## config.mk

```make
export PLATFORM = sky130hd
export DESIGN_NAME = dsc_blend_flat
export DESIGN_NICKNAME = d
export VERILOG_FILES = /design/src/hdl/dsc_pkg.sv /design/src/hdl/dsc_ifs.sv /design/src/hdl/dsc_blend.sv /design/src/flat_wrapper.sv
export SDC_FILE = /design/constraint.sdc
export NUM_CORES = 1
export LEC_CHECK = 0
export ABC_AREA = 1
export BUFFER_PORTS_ARGS = -buffer_cell sky130_fd_sc_hd__buf_2
export CAP_MARGIN = 5
export CORE_AREA = 2 2 203 305
export DETAILED_ROUTE_END_ITERATION = 10
export DIE_AREA = 0 0 205 307
export PLACE_DENSITY = 0.46
export SLEW_MARGIN = 10
export SYNTH_ARGS = -nofsm -noshare
export SYNTH_HDL_FRONTEND = slang
export SYNTH_SLANG_ARGS = --single-unit
export TNS_END_PERCENT = 100
```

## constraint.sdc

```tcl
create_clock -name clk -period 7.5 [get_ports clk]
set_clock_uncertainty 0.2 [all_clocks]
set_input_delay 0.375 -clock clk [delete_from_list [all_inputs] [get_ports clk]]
set_output_delay 0.375 -clock clk [all_outputs]
set_load 0.005 [all_outputs]
```

## src/hdl/dsc_pkg.sv

```systemverilog
package dsc_pkg;

	// line store geometry
	localparam int MAX_ROW_PIXELS = 1024;
	localparam int COL_W = $clog2(MAX_ROW_PIXELS);
	localparam int ADDR_W = COL_W + 1;

	// register and counter widths
	localparam int SIZE_W = 11;
	localparam int ROW_W = 10;
	localparam int OCNT_W = 10;
	localparam int POS_W = 27;
	localparam int FRAC_BITS = 16;
	localparam int INT_W = POS_W - FRAC_BITS;
	localparam int CMP_W = ((COL_W > INT_W) ? COL_W : INT_W) + 1;
	localparam int PIX_W = 8;

	// limits
	localparam logic [SIZE_W-1:0] SIZE_LIMIT = SIZE_W'(1024);
	localparam logic [POS_W-1:0] ONE_FP = POS_W'(32'h0001_0000);
	localparam logic [POS_W-1:0] STEP_LIMIT = POS_W'(32'h0400_0000);

	// configuration port
	localparam int CFG_IDX_W = 3;
	localparam int CFG_DATA_W = 27;
	localparam logic [CFG_IDX_W-1:0] REG_SRC_W = 3'd0;
	localparam logic [CFG_IDX_W-1:0] REG_SRC_H = 3'd1;
	localparam logic [CFG_IDX_W-1:0] REG_OUT_W = 3'd2;
	localparam logic [CFG_IDX_W-1:0] REG_OUT_H = 3'd3;
	localparam logic [CFG_IDX_W-1:0] REG_H_STEP = 3'd4;
	localparam logic [CFG_IDX_W-1:0] REG_V_STEP = 3'd5;

	// taps and weights of one output pixel, decided when its last source pixel is taken
	typedef struct packed {
		logic                 due;
		logic [PIX_W-1:0]     bl;
		logic [PIX_W-1:0]     br;
		logic [FRAC_BITS-1:0] fx;
		logic [FRAC_BITS-1:0] fy;
		logic                 use_left;
		logic                 has_top;
		logic                 row_end;
		logic                 frame_end;
	} tap_t;

	// line store access for one cycle
	typedef struct packed {
		logic              wr_en;
		logic [ADDR_W-1:0] wr_addr;
		logic [PIX_W-1:0]  wr_data;
		logic              rd_en;
		logic [ADDR_W-1:0] rd_addr;
	} mem_req_t;

endpackage

```

## src/hdl/dsc_ifs.sv

```systemverilog


interface dsc_pix_out_if;
	logic                      valid;
	logic                      ready;
	logic [dsc_pkg::PIX_W-1:0] pixel;
	logic                      row_end;
	logic                      frame_end;
	modport source(output valid, pixel, row_end, frame_end, input ready);
	modport sink(input valid, pixel, row_end, frame_end, output ready);
endinterface


```

## src/hdl/dsc_blend.sv

```systemverilog
module dsc_blend (
	input  logic                      clk,
	input  logic                      arst_n,
	input  dsc_pkg::tap_t             tap,
	input  logic                      acc,
	input  logic [dsc_pkg::PIX_W-1:0] rd_data,
	output logic                      take_ok,
	dsc_pix_out_if.source             pix_out
);

	localparam int FB = dsc_pkg::FRAC_BITS;
	localparam int XW = dsc_pkg::PIX_W;
	localparam int PROD_W = XW + FB + 2;

	// upper-left pixel of the row above, kept from the previous word
	logic [XW-1:0] top_left_q;

	logic v1_s1, v2_s2, v3_s3, v4_s4, ov_q;
	logic r1, r2, r3, r4, r_out;

	dsc_pkg::tap_t tap_s1;

	logic [XW-1:0] tl, tr;
	logic signed [XW:0]   dt_top, dt_bot;
	logic signed [FB:0]   fx_s;
	logic signed [PROD_W-1:0] pt, pb;

	logic [XW-1:0] tl_s2, bl_s2;
	logic signed [PROD_W-1:0] pt_s2, pb_s2;
	logic [FB-1:0] fy_s2;
	logic rend_s2, fend_s2;

	logic signed [PROD_W-1:0] sum_top, sum_bot;

	logic [XW-1:0] top_s3, bot_s3;
	logic [FB-1:0] fy_s3;
	logic rend_s3, fend_s3;

	logic signed [XW:0] dv;
	logic signed [FB:0] fy_s;
	logic signed [PROD_W-1:0] pv;

	logic [XW-1:0] top_s4;
	logic signed [PROD_W-1:0] pv_s4;
	logic rend_s4, fend_s4;

	logic signed [PROD_W-1:0] sum_pix;

	logic [XW-1:0] pix_q;
	logic rend_q, fend_q;

	// stage readiness, back to front
	assign r_out   = !ov_q || pix_out.ready;
	assign r4      = !v4_s4 || r_out;
	assign r3      = !v3_s3 || r4;
	assign r2      = !v2_s2 || r3;
	assign r1      = !v1_s1 || r2;
	assign take_ok = r1;

	always_ff @(posedge clk) begin
		if (acc) begin
			top_left_q <= rd_data;
		end
	end

	// s1: pick taps, horizontal products
	always_comb begin
		tr     = tap_s1.has_top ? rd_data : tap_s1.br;
		tl     = tap_s1.has_top ? (tap_s1.use_left ? rd_data : top_left_q) : tap_s1.bl;
		dt_top = $signed({1'b0, tr}) - $signed({1'b0, tl});
		dt_bot = $signed({1'b0, tap_s1.br}) - $signed({1'b0, tap_s1.bl});
		fx_s   = $signed({1'b0, tap_s1.fx});
		pt     = PROD_W'(dt_top) * PROD_W'(fx_s);
		pb     = PROD_W'(dt_bot) * PROD_W'(fx_s);
	end

	// s2: finish horizontal blends, truncate
	always_comb begin
		sum_top = $signed({2'b00, tl_s2, {FB{1'b0}}}) + pt_s2;
		sum_bot = $signed({2'b00, bl_s2, {FB{1'b0}}}) + pb_s2;
	end

	// s3: vertical product
	always_comb begin
		dv   = $signed({1'b0, bot_s3}) - $signed({1'b0, top_s3});
		fy_s = $signed({1'b0, fy_s3});
		pv   = PROD_W'(dv) * PROD_W'(fy_s);
	end

	// s4: finish vertical blend, truncate
	assign sum_pix = $signed({2'b00, top_s4, {FB{1'b0}}}) + pv_s4;

	// stage valids
	always_ff @(posedge clk or negedge arst_n) begin
		if (!arst_n) begin
			v1_s1 <= 1'b0;
			v2_s2 <= 1'b0;
			v3_s3 <= 1'b0;
			v4_s4 <= 1'b0;
			ov_q  <= 1'b0;
		end else begin
			if (r1) v1_s1 <= acc && tap.due;
			if (r2) v2_s2 <= v1_s1;
			if (r3) v3_s3 <= v2_s2;
			if (r4) v4_s4 <= v3_s3;
			if (r_out) ov_q <= v4_s4;
		end
	end

	// stage payloads
	always_ff @(posedge clk) begin
		if (acc) begin
			tap_s1 <= tap;
		end
		if (v1_s1 && r2) begin
			tl_s2   <= tl;
			bl_s2   <= tap_s1.bl;
			pt_s2   <= pt;
			pb_s2   <= pb;
			fy_s2   <= tap_s1.fy;
			rend_s2 <= tap_s1.row_end;
			fend_s2 <= tap_s1.frame_end;
		end
		if (v2_s2 && r3) begin
			top_s3  <= sum_top[XW+FB-1:FB];
			bot_s3  <= sum_bot[XW+FB-1:FB];
			fy_s3   <= fy_s2;
			rend_s3 <= rend_s2;
			fend_s3 <= fend_s2;
		end
		if (v3_s3 && r4) begin
			top_s4  <= top_s3;
			pv_s4   <= pv;
			rend_s4 <= rend_s3;
			fend_s4 <= fend_s3;
		end
		if (v4_s4 && r_out) begin
			pix_q  <= sum_pix[XW+FB-1:FB];
			rend_q <= rend_s4;
			fend_q <= fend_s4;
		end
	end

	assign pix_out.valid     = ov_q;
	assign pix_out.pixel     = pix_q;
	assign pix_out.row_end   = rend_q;
	assign pix_out.frame_end = fend_q;

endmodule

```

## src/flat_wrapper.sv

```systemverilog
// flat-port wrapper written by rule: the top's interface ports become plain ports
module dsc_blend_flat 
  (clk, arst_n, tap, acc, rd_data, take_ok, pix_out_valid, pix_out_pixel, pix_out_row_end, pix_out_frame_end, pix_out_ready);
  dsc_pix_out_if pix_out_i ();
  input  logic clk;
  input  logic arst_n;
  input  dsc_pkg::tap_t tap;
  input  logic acc;
  input  logic [dsc_pkg::PIX_W-1:0] rd_data;
  output logic take_ok;
  output wire logic [$bits(pix_out_i.valid)-1:0] pix_out_valid;
  output wire logic [$bits(pix_out_i.pixel)-1:0] pix_out_pixel;
  output wire logic [$bits(pix_out_i.row_end)-1:0] pix_out_row_end;
  output wire logic [$bits(pix_out_i.frame_end)-1:0] pix_out_frame_end;
  input wire logic [$bits(pix_out_i.ready)-1:0] pix_out_ready;
  assign pix_out_valid = pix_out_i.valid;
  assign pix_out_pixel = pix_out_i.pixel;
  assign pix_out_row_end = pix_out_i.row_end;
  assign pix_out_frame_end = pix_out_i.frame_end;
  assign pix_out_i.ready = pix_out_ready;
  dsc_blend u_core (.clk(clk), .arst_n(arst_n), .tap(tap), .acc(acc), .rd_data(rd_data), .take_ok(take_ok), .pix_out(pix_out_i));
endmodule
```

==> flow_metrics.py <==
metrics = {
    "critical_path": {
        "path_class": "reg -> reg",
        "worstPathArrival_ns": 6.89,
        "cp_data_required_time_ns": 7.53,
        "worst-path-max-fanout": 10,
        "path_common_cell": "nand2_1",
        "end_kind": "flip-flop",
        "cp_slowest_cell": "fa_1",
        "slowest_delay_ns": 0.58,
        "rrSetupSlack_ns": 0.64,
        "start_kind": "flip-flop",
    },
    "timing": {
        "fin_tns_setup_ns": 0,
        "setup_violations": 0,
        "rsz0062_at_grt": "no",
        "hold_viol_final": 0,
        "timing.final.ws_setup_ns": 0.643,
        "fin_crit_sh_pct": 91.4,
        "fmax_mhz": 146,
        "slew_headroom_pct": 34.3,
        "slew_violations": 0,
        "fin_crit_ns": 6.86,
        "tightest_slew_ns": 0.986,
    },
    "global_route": {
        "grt_first_pass_wirelength_mm": 93.1,
        "grt_pass1_vias": 17500,
        "grt_max_degree": 62,
        "antenna_found_initial": 1,
        "overflow": 0,
        "track_usage_pct": 19.8,
    },
    "yosys": {
        "synth_edf_count": 172,
        "synth-seq-cells": 177,
        "yosysSeqAreaShare_pct": 25.3,
        "syn_nets": 2872,
        "synthesis.area_mm2": 0.0209,
        "synth.distinct_cells": 44,
        "ys_warn_count": 0,
        "synth_ff_type": "edfxtp_1",
        "async_flop_share_pct": 2.82,
        "syn_inst": 2296,
        "synth_top_area_cell": "fa_1",
        "synth_top_area_share_pct": 28.7,
        "syn_area_per_cell_um2": 9.12,
        "synth_common_cells": "inv_1, nand2_1, nor2_1, fa_1, ha_1",
        "yosysMostFrequentCell": "inv_1",
        "synthTopCellsByArea": "fa_1, edfxtp_1, ha_1",
    },
    "worst_hold_path": {
        "hp-class": "reg -> reg",
    },
    "placement": {
        "port_buffers": 76,
        "place_ws_ns": 0.656,
        "place_hpwl_mm": 48.4,
        "place.gp.congestion": 0.913,
        "placed_area_mm2": 0.0223,
    },
    "drt": {
        "ant_nets": 0,
        "drcViolationCount": 0,
        "wl_per_cell_um": 18.2,
        "wirelength_mm": 58.8,
        "drt_iter0_drc": 800,
        "dr.pass1.iters": 5,
        "vias_per_cell": 4.81,
        "num_vias": 15600,
    },
    "clocking": {
        "cts_tree": "yes",
        "clkLatencyLatePin_ns": 0.49,
        "cts_sinks": 177,
        "clockBufferDepth": 2,
        "htreeDepth": 4,
        "numCtsBuffers": 17,
        "clk_pin_slew_ns": 0.07,
        "postCtsSetupBuffers": 0,
        "ctsRootBufferMaster": "clkbuf_16",
    },
    "layout": {
        "layout-drive-gt1-share_pct": 7.44,
        "antennaDiodeCount": 0,
        "final_cell_area_mm2": 0.0235,
        "register_area_mm2": 0.00529,
        "num-fill-cells": 6123,
        "syn2layout_area_growth_pct": 12.3,
        "multi_input_area_mm2": 0.0136,
        "nets": 3008,
    },
    "die": {
        "dieArea_mm2": 0.0629,
        "rows": 111,
        "core_mm2": 0.0606,
        "die_h_um": 307,
        "start_util_pct": 34.6,
        "die_x_um": 205,
        "num_io_pins": 77,
    },
    "run": {
        "cap_violations": 0,
    },
    "run_status": {
        "status": "finished, final reports clean",
    },
}
==> final timing paths <==
path                                   from                   end  cells after the start
hold reg to reg             u_core.fy_s2[7]       u_core.fy_s3[7]                      0
setup reg to reg           u_core.tap_s1[3]      u_core.pt_s2[20]                     28
min in group asynchronous            arst_n          u_core.v1_s1                      3
max in group asynchronous            arst_n  u_core.pix_out.valid                      3
setup / recovery           u_core.tap_s1[3]      u_core.pt_s2[20]                     28
hold / removal              u_core.fy_s2[7]       u_core.fy_s3[7]                      0
==> cell families after synthesis <==
logic type | share of synthesized area (%)
AO/OA/AOI/OAI | 4.69
XOR/XNOR | 2.40
adder cells (fa/ha/maj) | 41.3
buffers and inverters | 9.89
flip-flops | 25.3
multiplexers | 0.323
AND/OR/NAND/NOR | 16.1
==> cells in the final DEF (no fill, tap or decap), drive strengths merged <==
| cell | count |
|---|---|
| a31oi | 7 |
| a21oi | 72 |
| xnor2 | 14 |
| a211oi | 1 |
| o21ai | 56 |
| nand3 | 69 |
| fa | 300 |
| o21bai | 9 |
| nand2b | 1 |
| inv | 491 |
| edfxtp | 172 |
| mux2 | 6 |
| nor4 | 4 |
| nor3 | 17 |
| xor2 | 36 |
| nand4 | 13 |
| a21o | 3 |
| or2 | 3 |
| a31o | 1 |
| o21a | 13 |
| nor3b | 1 |
| clkbuf | 17 |
| dlygate4sd3 | 64 |
| dfrtp | 5 |
| clkinv | 15 |
| ha | 211 |
| o22ai | 1 |
| buf | 99 |
| o211ai | 4 |
| nand2 | 421 |
| nor2 | 316 |
| and3 | 1 |
| a21boi | 2 |
==> stage by stage <==
step | cells | hold slack [ns] | utilization (%)
CTS | 3236 | 0.219 | 38.8
global route | 3236 | 0.226 | 38.8
detailed placement | 3140 | -0.00104 | 36.8
global placement | 3140 | -0.00372 | 36.8
finish | 3236 | 0.218 | 38.8
floorplan | 2296 | -0.121 | -
==> per-layer routing <==
layer  share of wire, %  routed length [um]  GRT usage, %  vias up
met5              0.022                  13             0        -
met2                 56               33200          39.3      338
met3                2.9                1710          2.60      133
li1                   -                   -             -     7361
met4                4.8                2830          9.34        2
met1                 36               21100          20.0     7727
==> area by class of cell <==
type | count | area share [%]
tap | 791 | 4.21
clock inverter | 15 | 0.761
clock buffer | 17 | 1.81
multi-input combinational | 1582 | 57.8
sequential | 177 | 22.5
inverter | 491 | 7.84
timing repair buffer | 163 | 5.09
==> registers in the layout, indices dropped and copies added, names as in the netlist, 8 cells and up <==
register / count
u_core.bl_s2: 8
u_core.bot_s3: 8
u_core.fx_s: 16
u_core.fy_s2: 16
u_core.fy_s3: 16
u_core.pb_s2: 8
u_core.pix_out.pixel: 8
u_core.pt_s2: 8
u_core.pv_s4: 8
u_core.tap_s1: 36
u_core.tl_s2: 8
u_core.top_left_q: 8
u_core.top_s3: 8
u_core.top_s4: 8
==> critical path: cells and delay by family, from the launching register on <==
family                     cells  cell delay, ns
AOI/OAI and AO/OA              2            0.39
xor gates and xnor gates       1            0.32
adders and majority gates      8            3.26
buffers and inverters          5            0.74
DFF                            1            0.53
and+or+nand+nor               12            1.18
==> what timing repair did <==
item                      CTS  global route
hold endpoints to repair   67             0
gates resized for setup     0             0
hold buffers               64             0
Power is not shown: default switching activity piles up to over one toggle a cycle in this logic, so the estimate is an artifact.
