File: src/hdl/dsc_pkg.sv
package dsc_pkg;

	// line store geometry
	localparam int MAX_ROW_PIXELS = 1024;
	localparam int COL_W = $clog2(MAX_ROW_PIXELS);
	localparam int ADDR_W = COL_W + 1;

	// register and counter widths
	localparam int SIZE_W = 11;
	localparam int ROW_W = 10;
	localparam int OCNT_W = 10;
	localparam int POS_W = 27;
	localparam int FRAC_BITS = 16;
	localparam int INT_W = POS_W - FRAC_BITS;
	localparam int CMP_W = ((COL_W > INT_W) ? COL_W : INT_W) + 1;
	localparam int PIX_W = 8;

	// limits
	localparam logic [SIZE_W-1:0] SIZE_LIMIT = SIZE_W'(1024);
	localparam logic [POS_W-1:0] ONE_FP = POS_W'(32'h0001_0000);
	localparam logic [POS_W-1:0] STEP_LIMIT = POS_W'(32'h0400_0000);

	// configuration port
	localparam int CFG_IDX_W = 3;
	localparam int CFG_DATA_W = 27;
	localparam logic [CFG_IDX_W-1:0] REG_SRC_W = 3'd0;
	localparam logic [CFG_IDX_W-1:0] REG_SRC_H = 3'd1;
	localparam logic [CFG_IDX_W-1:0] REG_OUT_W = 3'd2;
	localparam logic [CFG_IDX_W-1:0] REG_OUT_H = 3'd3;
	localparam logic [CFG_IDX_W-1:0] REG_H_STEP = 3'd4;
	localparam logic [CFG_IDX_W-1:0] REG_V_STEP = 3'd5;

	// taps and weights of one output pixel, decided when its last source pixel is taken
	typedef struct packed {
		logic                 due;
		logic [PIX_W-1:0]     bl;
		logic [PIX_W-1:0]     br;
		logic [FRAC_BITS-1:0] fx;
		logic [FRAC_BITS-1:0] fy;
		logic                 use_left;
		logic                 has_top;
		logic                 row_end;
		logic                 frame_end;
	} tap_t;

	// line store access for one cycle
	typedef struct packed {
		logic              wr_en;
		logic [ADDR_W-1:0] wr_addr;
		logic [PIX_W-1:0]  wr_data;
		logic              rd_en;
		logic [ADDR_W-1:0] rd_addr;
	} mem_req_t;

endpackage

File: src/hdl/dsc_ifs.sv


interface dsc_cfg_if;
	logic                           valid;
	logic                           ready;
	logic [dsc_pkg::CFG_IDX_W-1:0]  index;
	logic [dsc_pkg::CFG_DATA_W-1:0] wdata;
	modport source(output valid, index, wdata, input ready);
	modport sink(input valid, index, wdata, output ready);
endinterface

File: src/hdl/dsc_ctrl.sv
module dsc_ctrl (
	input  logic                      clk,
	input  logic                      arst_n,
	dsc_cfg_if.sink                   cfg,
	input  logic [dsc_pkg::PIX_W-1:0] luma,
	input  logic                      frame_start,
	input  logic                      acc,
	output dsc_pkg::tap_t             tap,
	output dsc_pkg::mem_req_t         mem_req
);

	localparam int SW = dsc_pkg::SIZE_W;
	localparam int PW = dsc_pkg::POS_W;
	localparam int IW = dsc_pkg::INT_W;
	localparam int CW = dsc_pkg::COL_W;
	localparam int RW = dsc_pkg::ROW_W;
	localparam int OW = dsc_pkg::OCNT_W;
	localparam int MW = dsc_pkg::CMP_W;

	function automatic logic [SW-1:0] clamp_size(input logic [SW-1:0] v,
			input logic [SW-1:0] hi);
		logic [SW-1:0] r;
		r = v;
		if (v == '0) r = SW'(1);
		else if (v > hi) r = hi;
		return r;
	endfunction

	function automatic logic [PW-1:0] clamp_step(input logic [PW-1:0] v);
		logic [PW-1:0] r;
		r = v;
		if (v < dsc_pkg::ONE_FP) r = dsc_pkg::ONE_FP;
		else if (v > dsc_pkg::STEP_LIMIT) r = dsc_pkg::STEP_LIMIT;
		return r;
	endfunction

	// registers, held saturated
	logic [SW-1:0] src_w_q, src_h_q, out_w_q, out_h_q;
	logic [PW-1:0] h_step_q, v_step_q;

	// frame state
	logic          bank_q;
	logic [CW-1:0] col_q;
	logic [RW-1:0] row_q;
	logic [OW-1:0] ocol_q, orow_q;
	logic [PW-1:0] x_q, y_q;
	logic          done_q;
	logic [dsc_pkg::PIX_W-1:0] prev_q;

	// values seen by the current word, after a frame start
	logic [CW-1:0] col_e;
	logic [RW-1:0] row_e;
	logic [OW-1:0] ocol_e, orow_e;
	logic [PW-1:0] x_e, y_e;
	logic          done_e;

	logic [IW-1:0] sx0, sy0, sx1, sy1;
	logic [IW:0]   sx0p1, sy0p1;
	logic          due, use_left, has_top, rend, fend, last_col, last_row;

	logic          bank_n;
	logic [CW-1:0] col_n;
	logic [RW-1:0] row_n;
	logic [OW-1:0] ocol_n, orow_n;
	logic [PW-1:0] x_n, y_n;
	logic          done_n;

	assign cfg.ready = 1'b1;

	// register writes
	always_ff @(posedge clk or negedge arst_n) begin
		if (!arst_n) begin
			src_w_q  <= SW'(640);
			src_h_q  <= SW'(480);
			out_w_q  <= SW'(296);
			out_h_q  <= SW'(256);
			h_step_q <= PW'(141699);
			v_step_q <= PW'(122880);
		end else if (cfg.valid) begin
			case (cfg.index)
				dsc_pkg::REG_SRC_W: begin
					src_w_q <= clamp_size(cfg.wdata[SW-1:0], SW'(dsc_pkg::MAX_ROW_PIXELS));
				end
				dsc_pkg::REG_SRC_H: begin
					src_h_q <= clamp_size(cfg.wdata[SW-1:0], dsc_pkg::SIZE_LIMIT);
				end
				dsc_pkg::REG_OUT_W: begin
					out_w_q <= clamp_size(cfg.wdata[SW-1:0], dsc_pkg::SIZE_LIMIT);
				end
				dsc_pkg::REG_OUT_H: begin
					out_h_q <= clamp_size(cfg.wdata[SW-1:0], dsc_pkg::SIZE_LIMIT);
				end
				dsc_pkg::REG_H_STEP: begin
					h_step_q <= clamp_step(cfg.wdata[PW-1:0]);
				end
				dsc_pkg::REG_V_STEP: begin
					v_step_q <= clamp_step(cfg.wdata[PW-1:0]);
				end
				default: begin
				end
			endcase
		end
	end

	// tap decision and next state
	always_comb begin
		col_e  = frame_start ? '0 : col_q;
		row_e  = frame_start ? '0 : row_q;
		ocol_e = frame_start ? '0 : ocol_q;
		orow_e = frame_start ? '0 : orow_q;
		x_e    = frame_start ? '0 : x_q;
		y_e    = frame_start ? '0 : y_q;
		done_e = frame_start ? 1'b0 : done_q;

		sx0   = x_e[PW-1:dsc_pkg::FRAC_BITS];
		sy0   = y_e[PW-1:dsc_pkg::FRAC_BITS];
		sx0p1 = {1'b0, sx0} + (IW+1)'(1);
		sy0p1 = {1'b0, sy0} + (IW+1)'(1);
		sx1   = (sx0p1 < (IW+1)'(src_w_q)) ? sx0p1[IW-1:0] : sx0;
		sy1   = (sy0p1 < (IW+1)'(src_h_q)) ? sy0p1[IW-1:0] : sy0;

		due      = !done_e && (MW'(sx1) == MW'(col_e)) && (MW'(sy1) == MW'(row_e));
		use_left = MW'(sx0) == MW'(col_e);
		has_top  = MW'(sy0) != MW'(row_e);
		rend     = (SW'(ocol_e) + SW'(1)) >= out_w_q;
		fend     = rend && ((SW'(orow_e) + SW'(1)) >= out_h_q);
		last_col = (MW'(col_e) + MW'(1)) >= MW'(src_w_q);
		last_row = (SW'(row_e) + SW'(1)) >= src_h_q;

		bank_n = bank_q;
		col_n  = col_e;
		row_n  = row_e;
		ocol_n = ocol_e;
		orow_n = orow_e;
		x_n    = x_e;
		y_n    = y_e;
		done_n = done_e;

		// output position advance
		if (due) begin
			if (rend) begin
				ocol_n = '0;
				x_n    = '0;
				if (fend) begin
					done_n = 1'b1;
				end else begin
					orow_n = orow_e + OW'(1);
					y_n    = y_e + v_step_q;
				end
			end else begin
				ocol_n = ocol_e + OW'(1);
				x_n    = x_e + h_step_q;
			end
		end

		// source position advance, frame wraps after its last pixel
		if (last_col) begin
			col_n  = '0;
			bank_n = ~bank_q;
			if (last_row) begin
				row_n  = '0;
				ocol_n = '0;
				orow_n = '0;
				x_n    = '0;
				y_n    = '0;
				done_n = 1'b0;
			end else begin
				row_n = row_e + RW'(1);
			end
		end else begin
			col_n = col_e + CW'(1);
		end
	end

	always_comb begin
		tap.due       = due;
		tap.bl        = use_left ? luma : prev_q;
		tap.br        = luma;
		tap.fx        = x_e[dsc_pkg::FRAC_BITS-1:0];
		tap.fy        = y_e[dsc_pkg::FRAC_BITS-1:0];
		tap.use_left  = use_left;
		tap.has_top   = has_top;
		tap.row_end   = rend;
		tap.frame_end = fend;

		// write this row's bank, read the row above at the same column
		mem_req.wr_en   = acc;
		mem_req.wr_addr = {bank_q, col_e};
		mem_req.wr_data = luma;
		mem_req.rd_en   = acc;
		mem_req.rd_addr = {~bank_q, col_e};
	end

	always_ff @(posedge clk or negedge arst_n) begin
		if (!arst_n) begin
			bank_q <= 1'b0;
			col_q  <= '0;
			row_q  <= '0;
			ocol_q <= '0;
			orow_q <= '0;
			x_q    <= '0;
			y_q    <= '0;
			done_q <= 1'b0;
			prev_q <= '0;
		end else if (acc) begin
			bank_q <= bank_n;
			col_q  <= col_n;
			row_q  <= row_n;
			ocol_q <= ocol_n;
			orow_q <= orow_n;
			x_q    <= x_n;
			y_q    <= y_n;
			done_q <= done_n;
			prev_q <= luma;
		end
	end

endmodule

File: src/flat_wrapper.sv
// flat-port wrapper written by rule: the top's interface ports become plain ports
module dsc_ctrl_flat 
  (clk, arst_n, luma, frame_start, acc, tap, mem_req, cfg_valid, cfg_index, cfg_wdata, cfg_ready);
  dsc_cfg_if cfg_i ();
  input  logic clk;
  input  logic arst_n;
  input  logic [dsc_pkg::PIX_W-1:0] luma;
  input  logic frame_start;
  input  logic acc;
  output dsc_pkg::tap_t tap;
  output dsc_pkg::mem_req_t mem_req;
  input wire logic [$bits(cfg_i.valid)-1:0] cfg_valid;
  input wire logic [$bits(cfg_i.index)-1:0] cfg_index;
  input wire logic [$bits(cfg_i.wdata)-1:0] cfg_wdata;
  output wire logic [$bits(cfg_i.ready)-1:0] cfg_ready;
  assign cfg_i.valid = cfg_valid;
  assign cfg_i.index = cfg_index;
  assign cfg_i.wdata = cfg_wdata;
  assign cfg_ready = cfg_i.ready;
  dsc_ctrl u_core (.clk(clk), .arst_n(arst_n), .cfg(cfg_i), .luma(luma), .frame_start(frame_start), .acc(acc), .tap(tap), .mem_req(mem_req));
endmodule
File: config.mk
export PLATFORM = sky130hd
export DESIGN_NAME = dsc_ctrl_flat
export DESIGN_NICKNAME = d
export VERILOG_FILES = /design/src/hdl/dsc_pkg.sv /design/src/hdl/dsc_ifs.sv /design/src/hdl/dsc_ctrl.sv /design/src/flat_wrapper.sv
export SDC_FILE = /design/constraint.sdc
export NUM_CORES = 1
export LEC_CHECK = 0
export BUFFER_PORTS_ARGS = -buffer_cell sky130_fd_sc_hd__buf_2
export CORE_MARGIN = 4
export CORE_UTILIZATION = 47
export DETAILED_ROUTE_END_ITERATION = 10
export HOLD_SLACK_MARGIN = 0.02
export PLACE_DENSITY_LB_ADDON = 0.05
export SLEW_MARGIN = 20
export SYNTH_ARGS = -nofsm -noshare
export SYNTH_HDL_FRONTEND = slang
export SYNTH_SLANG_ARGS = --single-unit
File: constraint.sdc
create_clock -name clk -period 9.2 [get_ports clk]
set_clock_uncertainty 0.2 [all_clocks]
set_input_delay 1.84 -clock clk [delete_from_list [all_inputs] [get_ports clk]]
set_output_delay 1.84 -clock clk [all_outputs]
set_load 0.01 [all_outputs]
==> results.txt, run 1 <==
----------------------------------------------------
[Place]
  Final Wtd Congestion ... 0.9309
  Placed wire-length estimate after detailed placement ... 30,930 um
  Port Buffer Count ... 127

[Global route]
  Leftover overflow at the end of global routing ... 0
  Wire length of the first global-routing pass ... 65,140 um
  Overall track demand over capacity in global routing ... 24.31%
  Largest net degree at the start of global routing ... 99
  Vias in the first global route ... 11,700
  Initial antenna violation count ... 1

[Synth]
  Leading post-synthesis cells by cell area ... dfrtp_1, ha_1, nand2_1
  Cell variety after synth ... 78
  Synthesis Warnings ... 0
  Number of nets in the synthesized netlist ... 1,810
  Ys async rst share ... 100.0%
  Fraction of the yosys area taken by sequential cells ... 35.52%
  Avg Cell Area, Syn ... 8.695 um^2
  Yosys top cell area share ... 31.67%
  Flops & latches, synth ... 202
  Netlist area before placement ... 14,300 um^2
  Post-synth EDFFs ... 0
  Syn Inst Count ... 1,645
  Cell accounting for the most synthesized area ... dfrtp_1
  Dominant register cell in the synthesized netlist ... dfrtp_1

[STA]
  Number of max-slew violations in the final report ... 0
  Unrepaired setup endpoints after global routing ... no
  Peak clock frequency supported by timing ... 122.2 MHz
  Count of endpoints failing setup in the final report ... 0
  Minimum period implied by the final worst setup slack ... 8180 ps
  Share of the cycle needed by the critical path after routing ... 88.91%
  Number of hold violations in the final report ... 0
  Setup Total Neg Slack ... 0 ps
  Least-Margin Pin Slew ... 998.1 ps
  Remaining max-slew budget at the tightest pin ... 33.46%

[Detailed routing]
  Antenna Violating Nets Remaining ... 0
  First-iteration detailed-routing DRC count ... 747
  DRC viols ... 0
  Via density per instance ... 5.698
  Total length of routed wires ... 40,780 um
  Total via count after detailed routing ... 12,080
  Per-cell routed wire length ... 19.24 um
  First-pass iteration count of the detailed router ... 5

[Hold path]
  Instance count along the most critical hold path ... 2
  Type of the tightest min-delay check ... reg -> reg
  Endpoint with the worst hold slack ... u_core.x_q[4]
  Hold Crit Start ... u_core.x_q[4]

[Clock tree]
  Total setup buffers inserted after CTS ... 0
  Insertion delay to the later sink of the worst-skew pair ... 540 ps
  Level count of the clock H-tree ... 1
  Sinks on Clock Net ... 202
  Clock buffer count from CTS ... 24
  Clock slew seen by the registers of the worst setup and hold paths ... 60 ps
  Clock tree from TritonCTS ... built
  Count of hold buffers inserted by post-cts repair ... 0
  Root cell of the clock tree ... clkbuf_16
  Post-cts gate resize count ... 0
  Maximum clock insertion buffer count ... 3

[Finish]
  Number of filler instances in the final layout ... 2,897
  Net count of the finished layout ... 1,876
  Final core occ ... 53.20%
  Most common cell after layout, fill and taps aside ... nand2_1
  Storage element area ... 5081 um^2
  Fraction of final layout cells with drive strength greater than 1 ... 13.82%
  Number of antenna cells inserted ... 0
  Commonest cells after routing, fill and taps aside ... nand2_1, dfrtp_1, o21ai_0
  Combined area of the multi-input logic cells ... 8361 um^2
  Area overhead of the layout relative to synthesis ... 10.83%

[Pwr]
  P_leak ... 7.737 nW
  Worst voltage drop across the vdd grid ... 0.0001401 V
  Total power per unit cell area ... 172.0 nW/um^2

[Critical path]
  Critical path arrival ... 6140 ps
  Critical Path Fanout Max ... 30
  Startpoint class of the critical path ... primary input
  Logic depth of the worst register-to-register path ... 18
  Critical path class ... in -> out
  Worst r2r src ... u_core.y_q[17]
  Data required time at the worst endpoint ... 7160 ps
  Reg2reg end ... u_core.y_q[26]
  Crit. End Element ... output pin
  Worst setup slack for register-to-register paths ... 3100 ps

[Floorplanning]
  Initial cell density of the core ... 48.01%
  Core Footprint ... 29,800 um^2
  Number of placement rows ... 63
  Chip Height ... 182.5 um
  Top-level I/O count ... 129
  Total Die Area ... 33,290 um^2
  Die width ... 182.5 um

[Run]
  Max-cap violations ... 0

[Run status]
  Status ... complete, no violations

----------------------------------------------------
[Yosys cell counts (all sizes together), types with 14 or more instances]
library cell and n:
nand2 224, dfrtp 181, o21ai 161, ha 120, inv 84, nor2 78, xnor2 69, a21oi 68
nor2b 65, clkbuf 54, a22o 50, buf 49, nand3 49, xor2 45, a21o 35, nand2b 30
dfstp 21, and3 20, o22ai 20, mux2 19, nor3 19, a31oi 15, nor4 14
[final cells by class]
class | count | area share, %
multi-input combinational | 1255 | 52.74
sequential | 202 | 32.05
timing repair buffer | 143 | 4.838
clock buffer | 38 | 4.688
tap | 390 | 3.078
inverter | 85 | 2.013
clock inverter | 6 | 0.5919
[routing by layer]
layer	vias up	part of all wire (%)	global-route usage [%]
met3	50	5.4	3.428
met4	0	2.2	5.734
met1	5784	47	35.21
met2	327	45	38.76
li1	5914	-	-
met5	-	0	0
[state kept, by name (all words and copies together), names as in the netlist]
name,cells
u_core.h_step_q,27
u_core.v_step_q,27
u_core.x_q,27
u_core.y_q,27
u_core.out_h_q,11
u_core.out_w_q,11
u_core.src_h_q,11
u_core.src_w_q,11
u_core.col_q,10
u_core.ocol_q,10
u_core.orow_q,10
u_core.row_q,10
u_core.prev_q,8
u_core.bank_q,1
u_core.done_q,1
[worst max path at each step]
stage                startpoint       to  slack, ps  cells past startpoint
floorplan           frame_start  tap[52]        360                     21
global placement    frame_start  tap[52]       1160                     15
detailed placement  frame_start  tap[52]       1050                     15
CTS                 frame_start  tap[52]       1050                     15
global route        frame_start  tap[52]        710                     15
finish              frame_start  tap[52]       1020                     15
[critical path, cell delays in order]
cell,delay (ps)
buf_4,230
nor2b_1,290
ha_1,340
nand4b_2,230
nor2_1,240
xor2_1,160
ha_1,260
and3_1,180
a221o_1,340
a221oi_1,620
a21oi_1,130
a211oi_1,260
nand4_1,180
nor4_4,580
buf_2,240
[kinds of logic (layout without fill, tap and decap cells)]
family	Yosys count	count (layout)	share of synthesized area, %
AO/OA/AOI/OAI	430	430	19.19
XOR/XNOR	114	114	6.980
adder cells (fa/ha/maj)	122	122	10.78
buffers and inverters	188	272	6.088
flip-flops	202	202	35.52
multiplexers	24	24	1.846
other	1	1	0.02622
AND/OR/NAND/NOR	564	564	19.57
[where the power goes]
part | switching, mW | total [mW] | internal [mW]
sequential | 0.0786 | 1.07 | 0.990
clock | 0.392 | 1.00 | 0.609
combinational | 0.405 | 0.657 | 0.252
[per-stage QoR]
step	cells	cell area (um^2)	hold WS [ps]	power [mW]	setup slack, ps
floorplan	1645	14300	240.7	1.521	360.8
CTS	2119	15850	280.2	2.753	1049
finish	2119	15850	270.7	2.727	1020
detailed placement	2075	15020	267.6	1.740	1055
global placement	2075	15020	257.1	1.734	1165
global route	2119	15850	294.0	2.881	708.9
No activity file was read; power rests on OpenSTA's default activity.
==> run 2, diff against run 1 <==
PLACE_DENSITY = 0.64   (was default)
PLACE_DENSITY_LB_ADDON = default   (was 0.05)
==> run 2 against run 1 <==
Register-to-register slack improved by 190 ps. Maximum frequency rose by 0.89%. Critical path depth rose by 1. Cell count barely moved. Die area did not move. Routed wire length rose by 1.4%. Non-clock buffer count did not move. First-iteration DRC count rose by 46%. Global-route usage rose by 0.44 points. Count of clock-buffer cells in the layout fell by 4. Worst setup slack improved by 73 ps. Via count rose by 0.90%. Largest power group unchanged.
==> results.txt, run 2 (same netlist as run 1, synthesis figures left out) <==
----------------------------------------------------
[STA]
  Least-Margin Pin Slew ... 1001 ps (was 998.1 ps)
  Setup Total Neg Slack ... 0 ps (unchanged)
  Number of hold violations in the final report ... 0 (unchanged)
  Fin Hold WS ... 272.1 ps (was 270.7 ps)
  Unrepaired setup endpoints after global routing ... no (unchanged)
  Minimum period implied by the final worst setup slack ... 8107 ps (was 8180 ps)
  Peak clock frequency supported by timing ... 123.3 MHz (was 122.2 MHz)
  Number of max-slew violations in the final report ... 0 (unchanged)
  Share of the cycle needed by the critical path after routing ... 88.12% (was 88.91%)
  Remaining max-slew budget at the tightest pin ... 33.03% (was 33.46%)
  Count of endpoints failing setup in the final report ... 0 (unchanged)
  Worst setup slack after layout ... 1093 ps (was 1020 ps)

[Pwr]
  P_leak ... 7.755 nW (was 7.737 nW)
  Worst voltage drop across the vdd grid ... 0.0001586 V (was 0.0001401 V)
  Total power per unit cell area ... 173.0 nW/um^2 (was 172.0 nW/um^2)

[Global route]
  Vias in the first global route ... 11,950 (was 11,700)
  Overall track demand over capacity in global routing ... 24.75% (was 24.31%)
  Initial antenna violation count ... 0 (was 1)
  Largest net degree at the start of global routing ... 73 (was 99)
  Leftover overflow at the end of global routing ... 0 (unchanged)
  Wire length of the first global-routing pass ... 66,320 um (was 65,140 um)

[Floorplanning]
  Die width ... 182.5 um (unchanged)
  Total Die Area ... 33,290 um^2 (unchanged)
  Core Footprint ... 29,800 um^2 (unchanged)
  Chip Height ... 182.5 um (unchanged)
  Number of placement rows ... 63 (unchanged)
  Initial cell density of the core ... 48.01% (unchanged)
  Top-level I/O count ... 129 (unchanged)

[Finish]
  Net count of the finished layout ... 1,877 (was 1,876)
  Fraction of final layout cells with drive strength greater than 1 ... 14.04% (was 13.82%)
  Area overhead of the layout relative to synthesis ... 10.91% (was 10.83%)
  Commonest cells after routing, fill and taps aside ... nand2_1, dfrtp_1, o21ai_0 (unchanged)
  Number of antenna cells inserted ... 0 (unchanged)
  Number of standard cells in the final layout excluding fillers ... 2,121 (was 2,119)
  Most common cell after layout, fill and taps aside ... nand2_1 (unchanged)
  Number of filler instances in the final layout ... 2,828 (was 2,897)

[Critical path]
  Critical path class ... in -> out (unchanged)
  Critical path arrival ... 6070 ps (was 6140 ps)
  Startpoint class of the critical path ... primary input (unchanged)
  Data required time at the worst endpoint ... 7160 ps (about the same)
  Critical Path Fanout Max ... 40 (was 30)
  Crit. End Element ... output pin (unchanged)

[Clock tree]
  Clock tree from TritonCTS ... built (unchanged)
  Maximum clock insertion buffer count ... 3 (unchanged)
  Clock buffer count from CTS ... 25 (was 24)
  Sinks on Clock Net ... 202 (unchanged)
  Root cell of the clock tree ... clkbuf_16 (unchanged)
  Count of hold buffers inserted by post-cts repair ... 0 (unchanged)
  Post-cts gate resize count ... 0 (unchanged)
  Level count of the clock H-tree ... 1 (unchanged)
  Clock slew seen by the registers of the worst setup and hold paths ... 50 ps (was 60 ps)
  Total setup buffers inserted after CTS ... 0 (unchanged)
  Insertion delay to the later sink of the worst-skew pair ... 550 ps (was 540 ps)

[Hold path]
  Type of the tightest min-delay check ... reg -> reg (unchanged)

[Detailed routing]
  First-pass iteration count of the detailed router ... 5 (unchanged)
  Via density per instance ... 5.744 (was 5.698)
  Total via count after detailed routing ... 12,180 (was 12,080)
  Total length of routed wires ... 41,360 um (was 40,780 um)
  Per-cell routed wire length ... 19.50 um (was 19.24 um)
  DRC viols ... 0 (unchanged)
  Antenna Violating Nets Remaining ... 0 (unchanged)
  First-iteration detailed-routing DRC count ... 1,087 (was 747)

[Place]
  Port Buffer Count ... 127 (unchanged)
  Final Wtd Congestion ... 0.9957 (was 0.9309)
  Placed wire-length estimate after detailed placement ... 30,810 um (was 30,930 um)
  Placed insts ... 2,075 (unchanged)
  Pre-CTS WS ... 1178 ps (was 1055 ps)

[Run status]
  Status ... complete, no violations (unchanged)

[Run]
  Max-cap violations ... 0 (unchanged)

----------------------------------------------------
## run 2: final timing paths
kind / start / end / slack [ps] / depth (start not counted)
worst max-delay path: frame_start / tap[52] / 1090 / 16
worst min-delay path: u_core.x_q[12] / u_core.x_q[12] / 270 / 2
worst max register to register: u_core.y_q[16] / u_core.y_q[22] / 3290 / 19
worst min register to register: u_core.x_q[12] / u_core.x_q[12] / 270 / 2
max in group asynchronous: arst_n / u_core.out_h_q[6] / 6320 / 2
min in group asynchronous: arst_n / u_core.src_h_q[4] / 1120 / 1
## run 2: critical path, cell delays in order
cell      delay, ps
buf_4           260
nor2_1          300
ha_1            330
nand4b_2        220
nor2_1          220
xor2_1          170
ha_1            250
and3_1          180
a221o_1         340
a221oi_1        650
and2_1          270
nor4b_2         200
o211ai_1        150
nor4_4          220
buf_4           270
buf_2           170
## run 2: final cells by class
class / count / area (um^2) / share of cell area [%]
sequential: 202 / 5081 / 32.03
tap: 390 / 488.0 / 3.076
multi-input combinational: 1255 / 8361 / 52.70
clock inverter: 12 / 128.9 / 0.8124
timing repair buffer: 143 / 767.0 / 4.835
clock buffer: 34 / 719.4 / 4.535
inverter: 85 / 319.1 / 2.011
## run 2: metrics by stage
| step | utilization [%] | cell area (um^2) | power [mW] |
|---|---|---|---|
| 5_1_grt | 53.24 | 15860 | 2.901 |
| 3_3_place_gp | 50.39 | 15020 | 1.729 |
| 4_1_cts | 53.24 | 15860 | 2.764 |
| 3_5_place_dp | 50.39 | 15020 | 1.742 |
| 2_1_floorplan | - | 14300 | 1.521 |
| 6_report | 53.24 | 15860 | 2.744 |
## run 2: routing by layer
| metal | part of all wire, % | up-vias | GRT usage (%) |
|---|---|---|---|
| li1 | - | 5917 | - |
| met1 | 47 | 5817 | 35.85 |
| met2 | 44 | 386 | 38.34 |
| met3 | 6.4 | 64 | 4.664 |
| met4 | 2.8 | 0 | 6.274 |
| met5 | 0 | - | 0 |
## run 2: power by group
group / leakage (nW) / total, mW / switching [mW] / internal (mW)
sequential: 2.65 / 1.07 / 0.0769 / 0.990
combinational: 4.67 / 0.663 / 0.409 / 0.254
clock: 0.428 / 1.01 / 0.408 / 0.606
total: 7.76 / 2.74 / 0.893 / 1.85
